## src/hdl/brlr_pkg.sv

```systemverilog
// Shared types and constants for the Bresenham line raster core.
// Used by brlr_ctrl, brlr_dp and bresenham_line_raster_core; no dependencies.
`default_nettype none

package brlr_pkg;

	localparam int COORD_BITS = 5;
	localparam int DEC_BITS   = COORD_BITS + 3;

	localparam int IN_DATA_BITS  = ((4 * COORD_BITS + 7) / 8) * 8;
	localparam int OUT_DATA_BITS = ((2 * COORD_BITS + 7) / 8) * 8;

	typedef logic [COORD_BITS-1:0]      coord_t;
	typedef logic signed [DEC_BITS-1:0] dec_t;

	// octant cases
	localparam logic [1:0] OCT_X_RISE = 2'd0;
	localparam logic [1:0] OCT_Y_RISE = 2'd1;
	localparam logic [1:0] OCT_X_FALL = 2'd2;
	localparam logic [1:0] OCT_Y_FALL = 2'd3;

	typedef struct packed {
		logic load;  // capture a new segment
		logic emit;  // move current pixel to output register and advance
	} dp_cmd_t;

	typedef struct packed {
		logic at_last;  // current pixel is the segment end
	} dp_sts_t;

endpackage

`default_nettype wire

```

## src/hdl/bresenham_line_raster_core.sv

```systemverilog
// Top level of the Bresenham line raster core: stream ports, controller, datapath.
// Depends on brlr_pkg, brlr_ctrl and brlr_dp.
`default_nettype none

// Takes one line segment per input transaction (two grid endpoints) and
// streams out every grid pixel from start to end inclusive, one pixel per
// output transaction, with tlast on the final pixel. If the first endpoint
// lies right of the second, the endpoints are swapped, so pixels always run
// with x non-decreasing. Diagonal ties walk x-major. Timing: the segment is
// first captured and set up, then one pixel per cycle comes from the decision
// walk unit while the output side keeps up; a segment has N pixels
// (N = max(dx,|dy|)+1, up to 32). A new segment is taken
// as soon as the last pixel of the previous one has moved into the output
// register, even if that pixel has not yet been taken downstream.
module bresenham_line_raster_core
	import brlr_pkg::*;
(
	input  wire logic                     clk,
	input  wire logic                     arst_n,
	input  wire logic                     s_axis_tvalid,
	output logic                          s_axis_tready,
	// start_x, start_y, end_x, end_y (from bit 0 up), zero padded
	input  wire logic [IN_DATA_BITS-1:0]  s_axis_tdata,
	output logic                          m_axis_tvalid,
	input  wire logic                     m_axis_tready,
	// pixel_x, pixel_y (from bit 0 up), zero padded
	output logic [OUT_DATA_BITS-1:0]      m_axis_tdata,
	output logic                          m_axis_tlast
);

	dp_cmd_t cmd;
	dp_sts_t sts;
	coord_t  pixel_x, pixel_y;

	brlr_ctrl u_ctrl (
		.clk       (clk),
		.arst_n    (arst_n),
		.in_valid  (s_axis_tvalid),
		.in_ready  (s_axis_tready),
		.out_valid (m_axis_tvalid),
		.out_ready (m_axis_tready),
		.cmd       (cmd),
		.sts       (sts)
	);

	brlr_dp u_dp (
		.clk        (clk),
		.start_x    (s_axis_tdata[COORD_BITS-1:0]),
		.start_y    (s_axis_tdata[2*COORD_BITS-1:COORD_BITS]),
		.end_x      (s_axis_tdata[3*COORD_BITS-1:2*COORD_BITS]),
		.end_y      (s_axis_tdata[4*COORD_BITS-1:3*COORD_BITS]),
		.cmd        (cmd),
		.sts        (sts),
		.pixel_x    (pixel_x),
		.pixel_y    (pixel_y),
		.last_pixel (m_axis_tlast)
	);

	// pack result; upper pad bits are zero
	assign m_axis_tdata = OUT_DATA_BITS'({pixel_y, pixel_x});

endmodule

`default_nettype wire

```

## src/hdl/brlr_ctrl.sv

```systemverilog
// Controller FSM for the line raster core: handshakes and walk sequencing.
// Depends on brlr_pkg.
`default_nettype none

module brlr_ctrl
	import brlr_pkg::*;
(
	input  wire logic    clk,
	input  wire logic    arst_n,
	input  wire logic    in_valid,
	output logic         in_ready,
	output logic         out_valid,
	input  wire logic    out_ready,
	output dp_cmd_t      cmd,
	input  wire dp_sts_t sts
);

	localparam logic ST_IDLE = 1'b0;
	localparam logic ST_WALK = 1'b1;

	logic state_q;
	logic out_valid_q;

	always_comb begin
		in_ready = (state_q == ST_IDLE);
		cmd.load = in_valid && in_ready;
		cmd.emit = (state_q == ST_WALK) && (!out_valid_q || out_ready);
	end

	assign out_valid = out_valid_q;

	always_ff @(posedge clk or negedge arst_n) begin
		if (!arst_n) begin
			state_q     <= ST_IDLE;
			out_valid_q <= 1'b0;
		end else begin
			if (cmd.emit) begin
				out_valid_q <= 1'b1;
			end else if (out_ready) begin
				out_valid_q <= 1'b0;
			end
			case (state_q)
				ST_IDLE: begin
					if (cmd.load) begin
						state_q <= ST_WALK;
					end
				end
				ST_WALK: begin
					if (cmd.emit && sts.at_last) begin
						state_q <= ST_IDLE;
					end
				end
				default: begin
					state_q <= ST_IDLE;
				end
			endcase
		end
	end

endmodule

`default_nettype wire

```

## src/hdl/brlr_dp.sv

```systemverilog
// Datapath for the line raster core: segment setup, decision walk, output register.
// Depends on brlr_pkg.
`default_nettype none

module brlr_dp
	import brlr_pkg::*;
(
	input  wire logic    clk,
	input  wire coord_t  start_x,
	input  wire coord_t  start_y,
	input  wire coord_t  end_x,
	input  wire coord_t  end_y,
	input  wire dp_cmd_t cmd,
	output dp_sts_t      sts,
	output coord_t       pixel_x,
	output coord_t       pixel_y,
	output logic         last_pixel
);

	coord_t     walk_x_q, walk_y_q, stop_q;
	dec_t       dec_q, step_str_q, step_dia_q;
	logic [1:0] oct_q;
	coord_t     px_q, py_q;
	logic       plast_q;

	// setup
	coord_t                     ax, ay, bx, by, dx, rise, run, minor;
	logic signed [COORD_BITS:0] dy;
	logic [1:0]                 oct_n;
	dec_t                       run_e, minor2;

	always_comb begin
		if (start_x > end_x) begin
			ax = end_x;   ay = end_y;
			bx = start_x; by = start_y;
		end else begin
			ax = start_x; ay = start_y;
			bx = end_x;   by = end_y;
		end
		dx   = bx - ax;
		dy   = $signed({1'b0, by}) - $signed({1'b0, ay});
		rise = dy[COORD_BITS] ? COORD_BITS'(-dy) : dy[COORD_BITS-1:0];
		if (!dy[COORD_BITS]) begin
			oct_n = (rise <= dx) ? OCT_X_RISE : OCT_Y_RISE;
		end else begin
			oct_n = (rise <= dx) ? OCT_X_FALL : OCT_Y_FALL;
		end
		run    = oct_n[0] ? rise : dx;
		minor  = oct_n[0] ? dx : rise;
		run_e  = dec_t'({3'b000, run});
		minor2 = dec_t'({2'b00, minor, 1'b0});
	end

	// walk
	logic   major_x, diag, up;
	coord_t major;

	always_comb begin
		major_x     = !oct_q[0];
		major       = major_x ? walk_x_q : walk_y_q;
		sts.at_last = (major == stop_q);
		diag        = !dec_q[DEC_BITS-1];
		up          = !oct_q[1];
	end

	always_ff @(posedge clk) begin
		if (cmd.load) begin
			walk_x_q   <= ax;
			walk_y_q   <= ay;
			oct_q      <= oct_n;
			stop_q     <= oct_n[0] ? by : bx;
			dec_q      <= minor2 - run_e;
			step_str_q <= minor2;
			step_dia_q <= minor2 - (run_e <<< 1);
		end else if (cmd.emit) begin
			px_q    <= walk_x_q;
			py_q    <= walk_y_q;
			plast_q <= sts.at_last;
			dec_q   <= dec_q + (diag ? step_dia_q : step_str_q);
			if (major_x || diag) begin
				walk_x_q <= walk_x_q + 1'b1;
			end
			if (!major_x || diag) begin
				walk_y_q <= up ? walk_y_q + 1'b1 : walk_y_q - 1'b1;
			end
		end
	end

	assign pixel_x    = px_q;
	assign pixel_y    = py_q;
	assign last_pixel = plast_q;

endmodule

`default_nettype wire
```

## config.mk

```make
export PLATFORM = sky130hd
export DESIGN_NAME = bresenham_line_raster_core
export DESIGN_NICKNAME = d
export VERILOG_FILES = /design/src/hdl/brlr_pkg.sv /design/src/hdl/bresenham_line_raster_core.sv /design/src/hdl/brlr_ctrl.sv /design/src/hdl/brlr_dp.sv
export SDC_FILE = /design/constraint.sdc
export NUM_CORES = 1
export LEC_CHECK = 0
export BUFFER_PORTS_ARGS = -buffer_cell sky130_fd_sc_hd__buf_2
export CAP_MARGIN = 0
export CELL_PAD_IN_SITES_DETAIL_PLACEMENT = 0
export CELL_PAD_IN_SITES_GLOBAL_PLACEMENT = 1
export CORE_UTILIZATION = 50
export DETAILED_ROUTE_END_ITERATION = 8
export HOLD_SLACK_MARGIN = 0.12
export PLACE_DENSITY = 0.86
export SETUP_SLACK_MARGIN = 0.4
export SLEW_MARGIN = 30
export SYNTH_ARGS = -nofsm -noshare
export SYNTH_HDL_FRONTEND = slang
export SYNTH_HIERARCHICAL = 1
export SYNTH_SLANG_ARGS = --single-unit
```

## constraint.sdc

```tcl
create_clock -name clk -period 4.2 [get_ports clk]
set_clock_uncertainty 0.1 [all_clocks]
set_input_delay 0.63 -clock clk [delete_from_list [all_inputs] [get_ports clk]]
set_output_delay 0.63 -clock clk [all_outputs]
set_load 0.005 [all_outputs]
```

# Word-level counts from Yosys, hierarchy flattened
# Index checks and enable logic that the tools add are counted.
# totals
elab_cells	69
ff_bits	51
inputBits	28
# op_classes
reduce_logical	16
addsub	9
magnitude_cmp	2
n_bitwise	2
eq_ne	1
n_mux	27
# op_table
operator	n
$mux 5	16
$mux 8	3
$add 5x1->5 const B	2
$add 8x8->8	1
$reduce_bool 2->1	4
$sub 6x5->7	1
$sub 6x6->7	1
$mux 1	6
$reduce_and 2->1	3
$sub 5x5->6	1
$eq 5x5->1	1
$gt 5x5->1	1
$le 5x5->1	1
$neg 5->5	1
$sub 5x1->5 const B	1
$sub 5x5->5	1
$logic_and 1x1->1	3
$logic_not 1->1	3
$logic_or 1x1->1	3
$mux 2	1
$not 1->1	2
$pmux 1 s2	1

# Depth between registers and ports, before layout
# Gate-level depths: netlist of run 1.
# depth
word_depth	11
depth_mapped	32
ltp_nobuf	30

# By module
# Netlist of run 1, hierarchy kept.
# by_module_without_submodules
mod	instances	area_each_um2	cells_per_inst
brlr_dp	1	3996.3	431
brlr_ctrl	1	95.1	9
bresenham_line_raster_core	1	48.8	7

# Worst setup path before layout of run 1
# No wires, ideal clock.
# synth_timing
kind	in2reg
startpoint	input s_axis_tdata[11]
endpoint	register u_dp.dec_q[5] (data pin)
setup_slack_ns	-2.422
setup_ns	0.270
stages	29
t_arrival_ns	6.252
path_cell_list	inv_1 -> ha_1 -> nor2b_1 -> o31a_2 -> o21ai_4 -> clkbuf_1 -> nand2_1 -> nor2_1 -> a21oi_1 -> ha_1 -> o31ai_1 -> a21oi_1 -> o211a_1 -> or4_4 -> xnor2_1 -> ha_1 -> o22ai_1 -> a21o_1 -> clkbuf_1 -> clkbuf_1 -> nor2_1 -> a21oi_1 -> ha_1 -> a21oi_1 -> o21ai_0 -> a21o_1 -> a21oi_1 -> xnor2_1 -> a21oi_1
# synth_via
elab_chain_cells	11
word_cells_on_any_way	17
cone_classes	4 x add/sub; 2 x order compare; 11 x mux
# synth_rtl
item	line	source
start: declaration	bresenham_line_raster_core.sv:23	input wire logic [IN_DATA_BITS-1:0] s_axis_tdata,
$gt 5x5->1	brlr_dp.sv:33	if (start_x > end_x) begin
$mux 5	brlr_dp.sv:33	
$sub 5x5->6	brlr_dp.sv:41	dy = $signed({1'b0, by}) - $signed({1'b0, ay});
$neg 5->5	brlr_dp.sv:42	rise = dy[COORD_BITS] ? COORD_BITS'(-dy) : dy[COORD_BITS-1:0];
$mux 5	brlr_dp.sv:42	
$le 5x5->1	brlr_dp.sv:44, brlr_dp.sv:46	
$mux 1	brlr_dp.sv:44, brlr_dp.sv:46	
$mux 2	brlr_dp.sv:43	if (!dy[COORD_BITS]) begin
$mux 5 (*)	brlr_dp.sv:49	minor = oct_n[0] ? dx : rise;
named net u_dp.minor[1]	brlr_dp.sv:27	coord_t ax, ay, bx, by, dx, rise, run, minor;
$sub 6x5->7 (*)	brlr_dp.sv:72	dec_q <= minor2 - run_e;
$mux 8 (*)	brlr_dp.sv:67	if (cmd.load) begin
end signal: assignment	brlr_dp.sv:72	
end signal: assignment	brlr_dp.sv:79	dec_q <= dec_q + (diag ? step_dia_q : step_str_q);
end: declaration	brlr_dp.sv:21	dec_t dec_q, step_str_q, step_dia_q;
# Mark *: on every way through the listed nets, which the timed path passes. The rest lies on a longest branch.
# A chain may end at the register's enable or synchronous reset.

# Worst setup path after layout of run 1
# layout_timing
startpoint	input s_axis_tdata[12]
endpoint	register u_dp.dec_q[5] (data pin)
# layout_via
elab_chain_cells	11
word_cells_on_any_way	17
cone_classes	4 x add/sub; 2 x order compare; 11 x mux
# layout_rtl
item	line
$gt 5x5->1	brlr_dp.sv:33
$mux 5	brlr_dp.sv:33
$sub 5x5->6	brlr_dp.sv:41
$neg 5->5	brlr_dp.sv:42
$mux 5	brlr_dp.sv:42
$le 5x5->1	brlr_dp.sv:44, brlr_dp.sv:46
$mux 1	brlr_dp.sv:44, brlr_dp.sv:46
$mux 2	brlr_dp.sv:43
$mux 5, on equally long branches	brlr_dp.sv:49, brlr_dp.sv:48
$sub 6x5->7 (*)	brlr_dp.sv:72
$mux 8 (*)	brlr_dp.sv:67
# Every way passes the cells marked *; elsewhere a longest branch is shown, timed or not.

==> results_dict.tcl, run 1 <==
set metrics [dict create \
    fin_crit_ns 5.68 \
    cp-end-kind "flip-flop" \
    hold_path_class "reg -> reg" \
    drt-total-wl_mm 11.4 \
    dp_hpwl_mm 8.37 \
    synth_area_per_cell_um2 9.26 \
    drv_cap 0 \
    core_area_um2 7850 \
    grt_pass1_vias 3673 \
    cpMaxStageDelayCell "or4_4" \
    grt_pass1_wl_mm 17.5 \
    ios 47 \
    slowest_delay_ns 0.59 \
    layout_common_cells "buf_4, edfxtp_1, nand2_1, buf_2, nor2_1" \
    hold_violations 0 \
    htree_levels 2 \
    criticalPathCategory "in -> reg" \
    syn_area_um2 4140 \
    ys_seq_elements 48 \
    nFillCells 579 \
    grt_max_degree 31 \
    nets 655 \
    timing.fmax_mhz 176 \
    antenna_found_initial 0 \
    vias_per_cell 5.57 \
    utilization_pct 74.5 \
    remaining_drc_errors 0 \
    grtUsageTotal_pct 26.3 \
    violations "negative setup slack" \
    syn_to_final_growth_pct 41.3 \
    wl_per_cell_um 16.3 \
    synth_edf_count 46 \
    num_antenna_cells 0 \
    worst_pin_slew_ns 0.839 \
    status "finished, violations left" \
    die_x_um 93.0 \
    yosysUniqueCellTypes 71 \
    portBuffers 36 \
    die_y_um 93.0 \
    via_count 3895 \
    grt-ovfl-total 0 \
    leakagePower_nw 2.58 \
    cellPowerDensity_nw_per_um2 766 \
    final_common_cell "buf_4" \
    clk_latency_ns 0.31 \
    setup-tns-final_ns -21.21 \
    period_share_pct 135 \
    initial_core_util_pct 52.8 \
    synth_flop_cell "edfxtp_1" \
    crit_top_cell "ha_4" \
    place_congestion 0.951 \
    clock_path_buffers 2 \
    start_kind "input port" \
    rsz0062_at_grt "yes" \
    detail_route.first_pass.iterations 5 \
    drv_slew 0 \
    seq_area_um2 1430 \
    crit_fanout 5 \
    required_ns 4.16 \
    slew_headroom_pct 44.0 \
    yosysSeqAreaShare_pct 34.6 \
    path_clk_slew_ns 0.09 \
    ys_async_sr_fraction_pct 4.17 \
    yosysWarnings 6 \
    vdd_drop_max_mv 0.467 \
    cts_tree "yes" \
    dieArea_um2 8650 \
    row_count 32 \
    cts.sinks 48 \
    ant_nets 0 \
    setup_viol 23 \
    layout-drive-gt1-share_pct 41.2 \
    cts_made_buffers 5 \
    layout_setup_ws_ns -1.48 \
    multi_input_area_um2 2900 \
    root_buffer "clkbuf_8" \
    drt_iter0_drc 195 \
    arrival_ns 5.64 \
    synth_cells 447 \
]
stage by stage:
step                      area (µm²)  power (mW)  hold WS, ns  cells  setup slack (ns)
final                           5850        4.48        0.408    699             -1.48
after detailed placement        5270        3.39        0.321    675             -1.81
after CTS                       5640        4.05        0.408    695             -1.24
after global routing            5850        4.77        0.422    699             -1.68
after floorplan                 4310        2.57        0.234    452             -1.70
after global placement          5270        3.30        0.314    675             -1.63
cell families (layout without fill, tap and decap cells):
kind of cell	count (synthesis)	after routing	share of synthesized area [%]
and+or+nand+nor	149	149	18.6
AOI/OAI and AO/OA	106	106	17.4
adders and majority gates	34	34	10.7
other	1	6	0.0906
muxes	24	24	5.95
buffers and inverters	54	199	5.56
xor gates and xnor gates	31	31	7.10
DFF	48	48	34.6
Yosys cell counts, types with 12 or more instances:
master	instances	area (µm²)
a21oi_1	25	125
xnor2_1	20	175
ha_1	28	350
nor2_1	36	135
edfxtp_1	46	1380
o21ai_0	15	75.1
a21o_1	13	97.6
nand2_1	42	158
nor2b_1	12	75.1
inv_1	31	116
clkbuf_1	13	48.8
mux2i_1	19	190
what timing repair did:
action,4_1_cts,5_1_grt
hold buffers,1,0
setup buffers,11,4
setup endpoints to repair,23,23
resized for setup,40,34
pin swaps,18,30
endpoints found under the hold margin,2,0
registers in the layout (all words and copies together) (netlist names):
register and flops:
u_ctrl/out_valid 1, u_ctrl/state_q 1, u_dp/dec_q 7, u_dp/last_pixel 1
u_dp/oct_q 2, u_dp/pixel_x 5, u_dp/pixel_y 5, u_dp/step_dia_q 6
u_dp/step_str_q 5, u_dp/stop_q 5, u_dp/walk_x_q 5, u_dp/walk_y_q 5
worst paths after layout:
check	startpoint	endpoint	slack (ns)	depth (start not counted)
setup / recovery	s_axis_tdata[12]	u_dp/dec_q[5]	-1.48	31
hold / removal	u_dp/walk_y_q[2]	u_dp/pixel_y[2]	0.41	0
setup reg to reg	u_dp/dec_q[7]	u_dp/dec_q[7]	1.40	11
hold reg to reg	u_dp/walk_y_q[2]	u_dp/pixel_y[2]	0.41	0
max in group asynchronous	arst_n	u_ctrl/state_q	3.38	2
min in group asynchronous	arst_n	u_ctrl/out_valid	0.53	2
where the power goes:
part           switching, mW  internal [mW]
combinational           1.61           1.71
sequential            0.0960          0.796
clock                  0.153          0.115
final cells by class:
class	instances	area share, %
clock buffers	5	1.18
clock inverters	3	0.321
inverters	32	2.25
multi-input cells	350	49.5
flip-flops and latches	48	24.5
well taps	102	2.18
repair buffers	159	20.1
routing by layer:
metal	GRT usage, %	vias up	share of wire [%]
met5	0	-	0
li1	-	1900	-
met2	45.0	133	50
met3	2.76	20	4.4
met1	33.9	1842	44
met4	10.4	0	2.2
worst max-delay path, delay by kind of cell:
| kind | cells | cell delay (ns) |
|---|---|---|
| compound gates | 15 | 2.22 |
| xor+xnor | 2 | 0.39 |
| buf+inv | 4 | 0.49 |
| simple gates | 6 | 1.06 |
| fa+ha+maj | 4 | 0.83 |
No activity file was read; power rests on OpenSTA's default activity.
==> inputs of run 2 (changes only) <==
- GPL_TIMING_DRIVEN: not set -> 0
- clock period: 4.2 -> 6.54 ns (I/O delays scaled with it)
==> results_dict.tcl, run 2 (synthesis results as in run 1) <==
set metrics [dict create \
    clock_path_buffers 2 \
    dpl_cell_area_um2 4600 \
    arrival_ns 5.99 \
    nFillCells 672 \
    portBuffers 36 \
    place_congestion 0.892 \
    grt_pass1_vias 3457 \
    period_share_pct 92.5 \
    slew_headroom_pct 43.5 \
    syn_to_final_growth_pct 23.8 \
    holdWs_ns 0.345 \
    hold_violations 0 \
    via_count 3525 \
    final_common_cell "edfxtp_1" \
    cts_tree "yes" \
    timing.fmax_mhz 165 \
    r2r_setup_slack_ns 3.60 \
    htree_levels 2 \
    drt-total-wl_mm 10.5 \
    final_cell_area_um2 5120 \
    die_x_um 93.0 \
    largest_reg_flops 7 \
    r2r_start "u_dp/dec_q[7]" \
    antenna_found_initial 0 \
    hold_path_class "in -> async" \
    drt_iter0_drc 172 \
    cp-end-kind "flip-flop" \
    grt_pass1_wl_mm 16.8 \
    cts.sinks 48 \
    clk_latency_ns 0.30 \
    r2r_end "u_dp/dec_q[7]" \
    multi_input_area_um2 2730 \
    die_y_um 93.0 \
    required_ns 6.48 \
    leakagePower_nw 2.19 \
    rsz0062_at_grt "yes" \
    vias_per_cell 5.62 \
    slowest_delay_ns 0.57 \
    drv_cap 0 \
    cpMaxStageDelayCell "or4_4" \
    criticalPathCategory "in -> reg" \
    grtUsageTotal_pct 24.9 \
    start_kind "input port" \
    cellPowerDensity_nw_per_um2 487 \
    regMostFlops "u_dp/dec_q" \
    remaining_drc_errors 0 \
    initial_core_util_pct 52.8 \
    core_area_um2 7850 \
    layout-drive-gt1-share_pct 27.6 \
    layout_common_cells "edfxtp_1, nand2_1, buf_4, buf_2, nor2_1" \
    seq_area_um2 1430 \
    detail_route.first_pass.iterations 4 \
    dp_hpwl_mm 7.86 \
    ios 47 \
    nets 583 \
    grt-ovfl-total 0 \
    path_clk_slew_ns 0.08 \
    cts_made_buffers 5 \
    row_count 32 \
    grt_max_degree 20 \
    dieArea_um2 8650 \
    fin_crit_ns 6.05 \
    root_buffer "clkbuf_8" \
    rr_worst_depth 12 \
    num_antenna_cells 0 \
    status "complete, no violations" \
    ant_nets 0 \
    crit_fanout 10 \
    worst_pin_slew_ns 0.846 \
    setup_viol 0 \
    largestRegisters "u_dp/dec_q (7), u_dp/step_dia_q (6)" \
    drv_slew 0 \
    wl_per_cell_um 16.7 \
    vdd_drop_max_mv 0.288 \
]
==> run 2: critical path, delay by kind of cell <==
| family | cells | cell delay, ns |
|---|---|---|
| and+or+nand+nor | 6 | 1.02 |
| adders and majority gates | 4 | 1.11 |
| xor gates and xnor gates | 2 | 0.30 |
| AOI/OAI and AO/OA | 13 | 1.87 |
| buffers and inverters | 6 | 0.70 |
==> run 2: repair_timing <==
item,in CTS,in global routing
buffers inserted,23,6
gates resized for setup,27,19
hold buffers,0,0
gates cloned,0,0
endpoints found under the setup margin,11,8
pin swaps,22,16
==> run 2: layer usage <==
metal / vias up / global-route usage (%) / part of all wire [%]
met4: 0 / 8.33 / 2.5
met2: 92 / 42.8 / 48
met5: - / 0 / 0
li1: 1757 / - / -
met3: 19 / 3.01 / 3.5
met1: 1657 / 32.4 / 46
==> run 2: where the power goes <==
group / internal (mW) / switching, mW
Sequential: 0.511 / 0.0518
Clock: 0.113 / 0.0945
Combinational: 0.833 / 0.891
==> run 2: metrics by stage <==
| stage | TNS, ns | worst slack (ns) | std cells | total power, mW | util, % |
|---|---|---|---|---|---|
| detailed placement | -2.93 | -0.591 | 590 | 1.96 | 58.7 |
| global placement | -2.19 | -0.492 | 590 | 1.92 | 58.6 |
| CTS | 0 | 0.406 | 621 | 2.36 | 63.8 |
| global route | 0 | 0.238 | 627 | 2.66 | 65.3 |
| finish | 0 | 0.491 | 627 | 2.49 | 65.3 |
| floorplan | 0 | 0.285 | 452 | 1.64 | - |
==> run 2: layout make-up <==
type,count,area share (%)
Sequential cell,48,27.9
Inverter,32,2.47
Buffer,22,3.47
Multi-Input combinational cell,350,53.3
Clock inverter,2,0.684
Timing Repair Buffer,65,8.25
Clock buffer,6,1.42
Tap cell,102,2.49
==> run 2: how the worst max path moves through the flow <==
stage | from | endpoint | cells past startpoint | slack (ns)
global placement | s_axis_tdata[12] | u_dp/dec_q[5] | 32 | -0.49
detailed placement | s_axis_tdata[12] | u_dp/dec_q[5] | 32 | -0.59
CTS | s_axis_tdata[12] | u_dp/dec_q[7] | 29 | 0.41
floorplan | s_axis_tdata[11] | u_dp/dec_q[5] | 31 | 0.29
global route | s_axis_tdata[14] | u_dp/dec_q[5] | 31 | 0.24
finish | s_axis_tdata[12] | u_dp/dec_q[5] | 31 | 0.49
==> inputs of run 3 (changes only) <==
- CORE_MARGIN: not set -> 5
- RECOVER_POWER: not set -> 25
==> results_dict.tcl, run 3 (synthesis results as in run 1) <==
set metrics [dict create \
    rsz0062_at_grt "yes" \
    root_buffer "clkbuf_8" \
    vdd_drop_max_mv 0.202 \
    htree_levels 2 \
    cellPowerDensity_nw_per_um2 479 \
    nFillCells 687 \
    worst_pin_slew_ns 0.783 \
    clock_path_buffers 2 \
    m1WireLength_mm 4.56 \
    status "complete, no violations" \
    num_antenna_cells 0 \
    largestRegisters "u_dp/dec_q (7), u_dp/step_dia_q (6)" \
    hold_buffers 0 \
    dieArea_um2 10200 \
    remaining_drc_errors 0 \
    cp.buffers_inverters 5 \
    slowest_delay_ns 0.59 \
    cts_tree "yes" \
    top_layer "met4" \
    period_share_pct 94.3 \
    hold_violations 0 \
    path_clk_slew_ns 0.08 \
    cpMaxStageDelayCell "or4_4" \
    fin_crit_ns 6.17 \
    vias_per_cell 5.59 \
    grt_pass1_wl_mm 16.7 \
    layout-drive-gt1-share_pct 29.3 \
    die_x_um 101 \
    detail_route.first_pass.iterations 5 \
    grt_pass1_vias 3450 \
    die_y_um 101 \
    antenna_found_initial 0 \
    setup_viol 0 \
    path_delay_family "compound AO/OA/AOI/OAI gates" \
    drt-total-wl_mm 10.3 \
    timing.fmax_mhz 162 \
    via_count 3567 \
    grt_max_degree 15 \
    slew_headroom_pct 47.7 \
    place_congestion 0.943 \
    drv_cap 0 \
    grtUsageTotal_pct 20.4 \
    final_common_cell "edfxtp_1" \
    cts_made_buffers 5 \
    criticalPathCategory "in -> reg" \
    start_kind "input port" \
    dr_wl_met2_mm 5.03 \
    leakagePower_nw 2.22 \
    largest_reg_flops 7 \
    ios 47 \
    initial_core_util_pct 50.9 \
    arrival_ns 6.09 \
    r2r_setup_slack_ns 3.62 \
    core_area_um2 8130 \
    cts.sinks 48 \
    utilization_pct 64.1 \
    regMostFlops "u_dp/dec_q" \
    cp-end-kind "flip-flop" \
    nets 591 \
    wl_per_cell_um 16.1 \
    drt_iter0_drc 206 \
    grt-ovfl-total 0 \
    clk_latency_ns 0.29 \
    layout_common_cells "edfxtp_1, buf_4, nand2_1, buf_2, nor2_1" \
    wl_met3_um 410 \
    dp_hpwl_mm 7.88 \
    syn_to_final_growth_pct 25.9 \
    ant_nets 0 \
    required_ns 6.47 \
    row_count 33 \
    portBuffers 36 \
    crit_path_start "s_axis_tdata[11]" \
    drv_slew 0 \
    setup-tns-final_ns 0 \
    r2r_start "u_dp/dec_q[7]" \
    crit_top_cell "ha_4" \
    hold_path_class "in -> async" \
    crit_fanout 6 \
]
==> run 3: what timing repair did <==
action	in CTS	in global routing
setup buffers	20	16
endpoints found under the setup margin	11	8
pin swaps	17	23
gates resized for setup	21	32
==> run 3: path summary, 6_finish.rpt <==
check	endpoint	cells past startpoint
setup / recovery	u_dp/dec_q[5]	31
hold / removal	u_ctrl/state_q	1
setup reg to reg	u_dp/dec_q[7]	12
hold reg to reg	u_dp/pixel_y[2]	0
max in group asynchronous	u_ctrl/out_valid	1
min in group clk	u_dp/pixel_y[2]	0
==> run 3: metal layers <==
layer | track usage [%] | up-vias
met1 | 27.2 | 1686
met5 | 0 | -
li1 | - | 1774
met2 | 34.7 | 89
met4 | 7.06 | 0
met3 | 1.94 | 18
==> run 3: area by class of cell <==
class	count	area [µm²]	area share, %
multi-input combinational	350	2760	52.9
sequential	48	1430	27.5
timing repair buffer	73	479	9.20
buffer	22	176	3.39
tap	105	131	2.52
inverter	32	126	2.42
clock buffer	6	72.6	1.39
clock inverter	2	35.0	0.672
==> run 3: where the power goes <==
part	leakage [nW]	internal, mW	switching, mW
Sequential	0.452	0.511	0.0473
Clock	0.0552	0.113	0.0907
Combinational	1.71	0.857	0.876
==> run 3: metrics by stage <==
step           total power, mW  hold WS, ns  cells  area (µm²)  worst slack (ns)
5_1_grt                   2.69        0.369    638        5210             0.162
3_3_place_gp              1.91        0.404    593        4610            -0.436
4_1_cts                   2.33        0.351    622        4970             0.408
2_1_floorplan             1.64        0.357    452        4290             0.285
3_5_place_dp              1.95        0.400    594        4620            -0.507
6_report                  2.50        0.358    638        5210             0.375
==> run 3: worst reg2reg max path: stages (launching register included) <==
cell and delay (ns):
edfxtp_1 0.32, clkbuf_1 0.36, mux2_2 0.40, ha_1 0.20, inv_1 0.07, fa_1 0.22, inv_1 0.05, a21o_1 0.17
a21oi_1 0.21, o21bai_1 0.10, a21oi_1 0.21, xnor2_1 0.14, o22ai_1 0.10
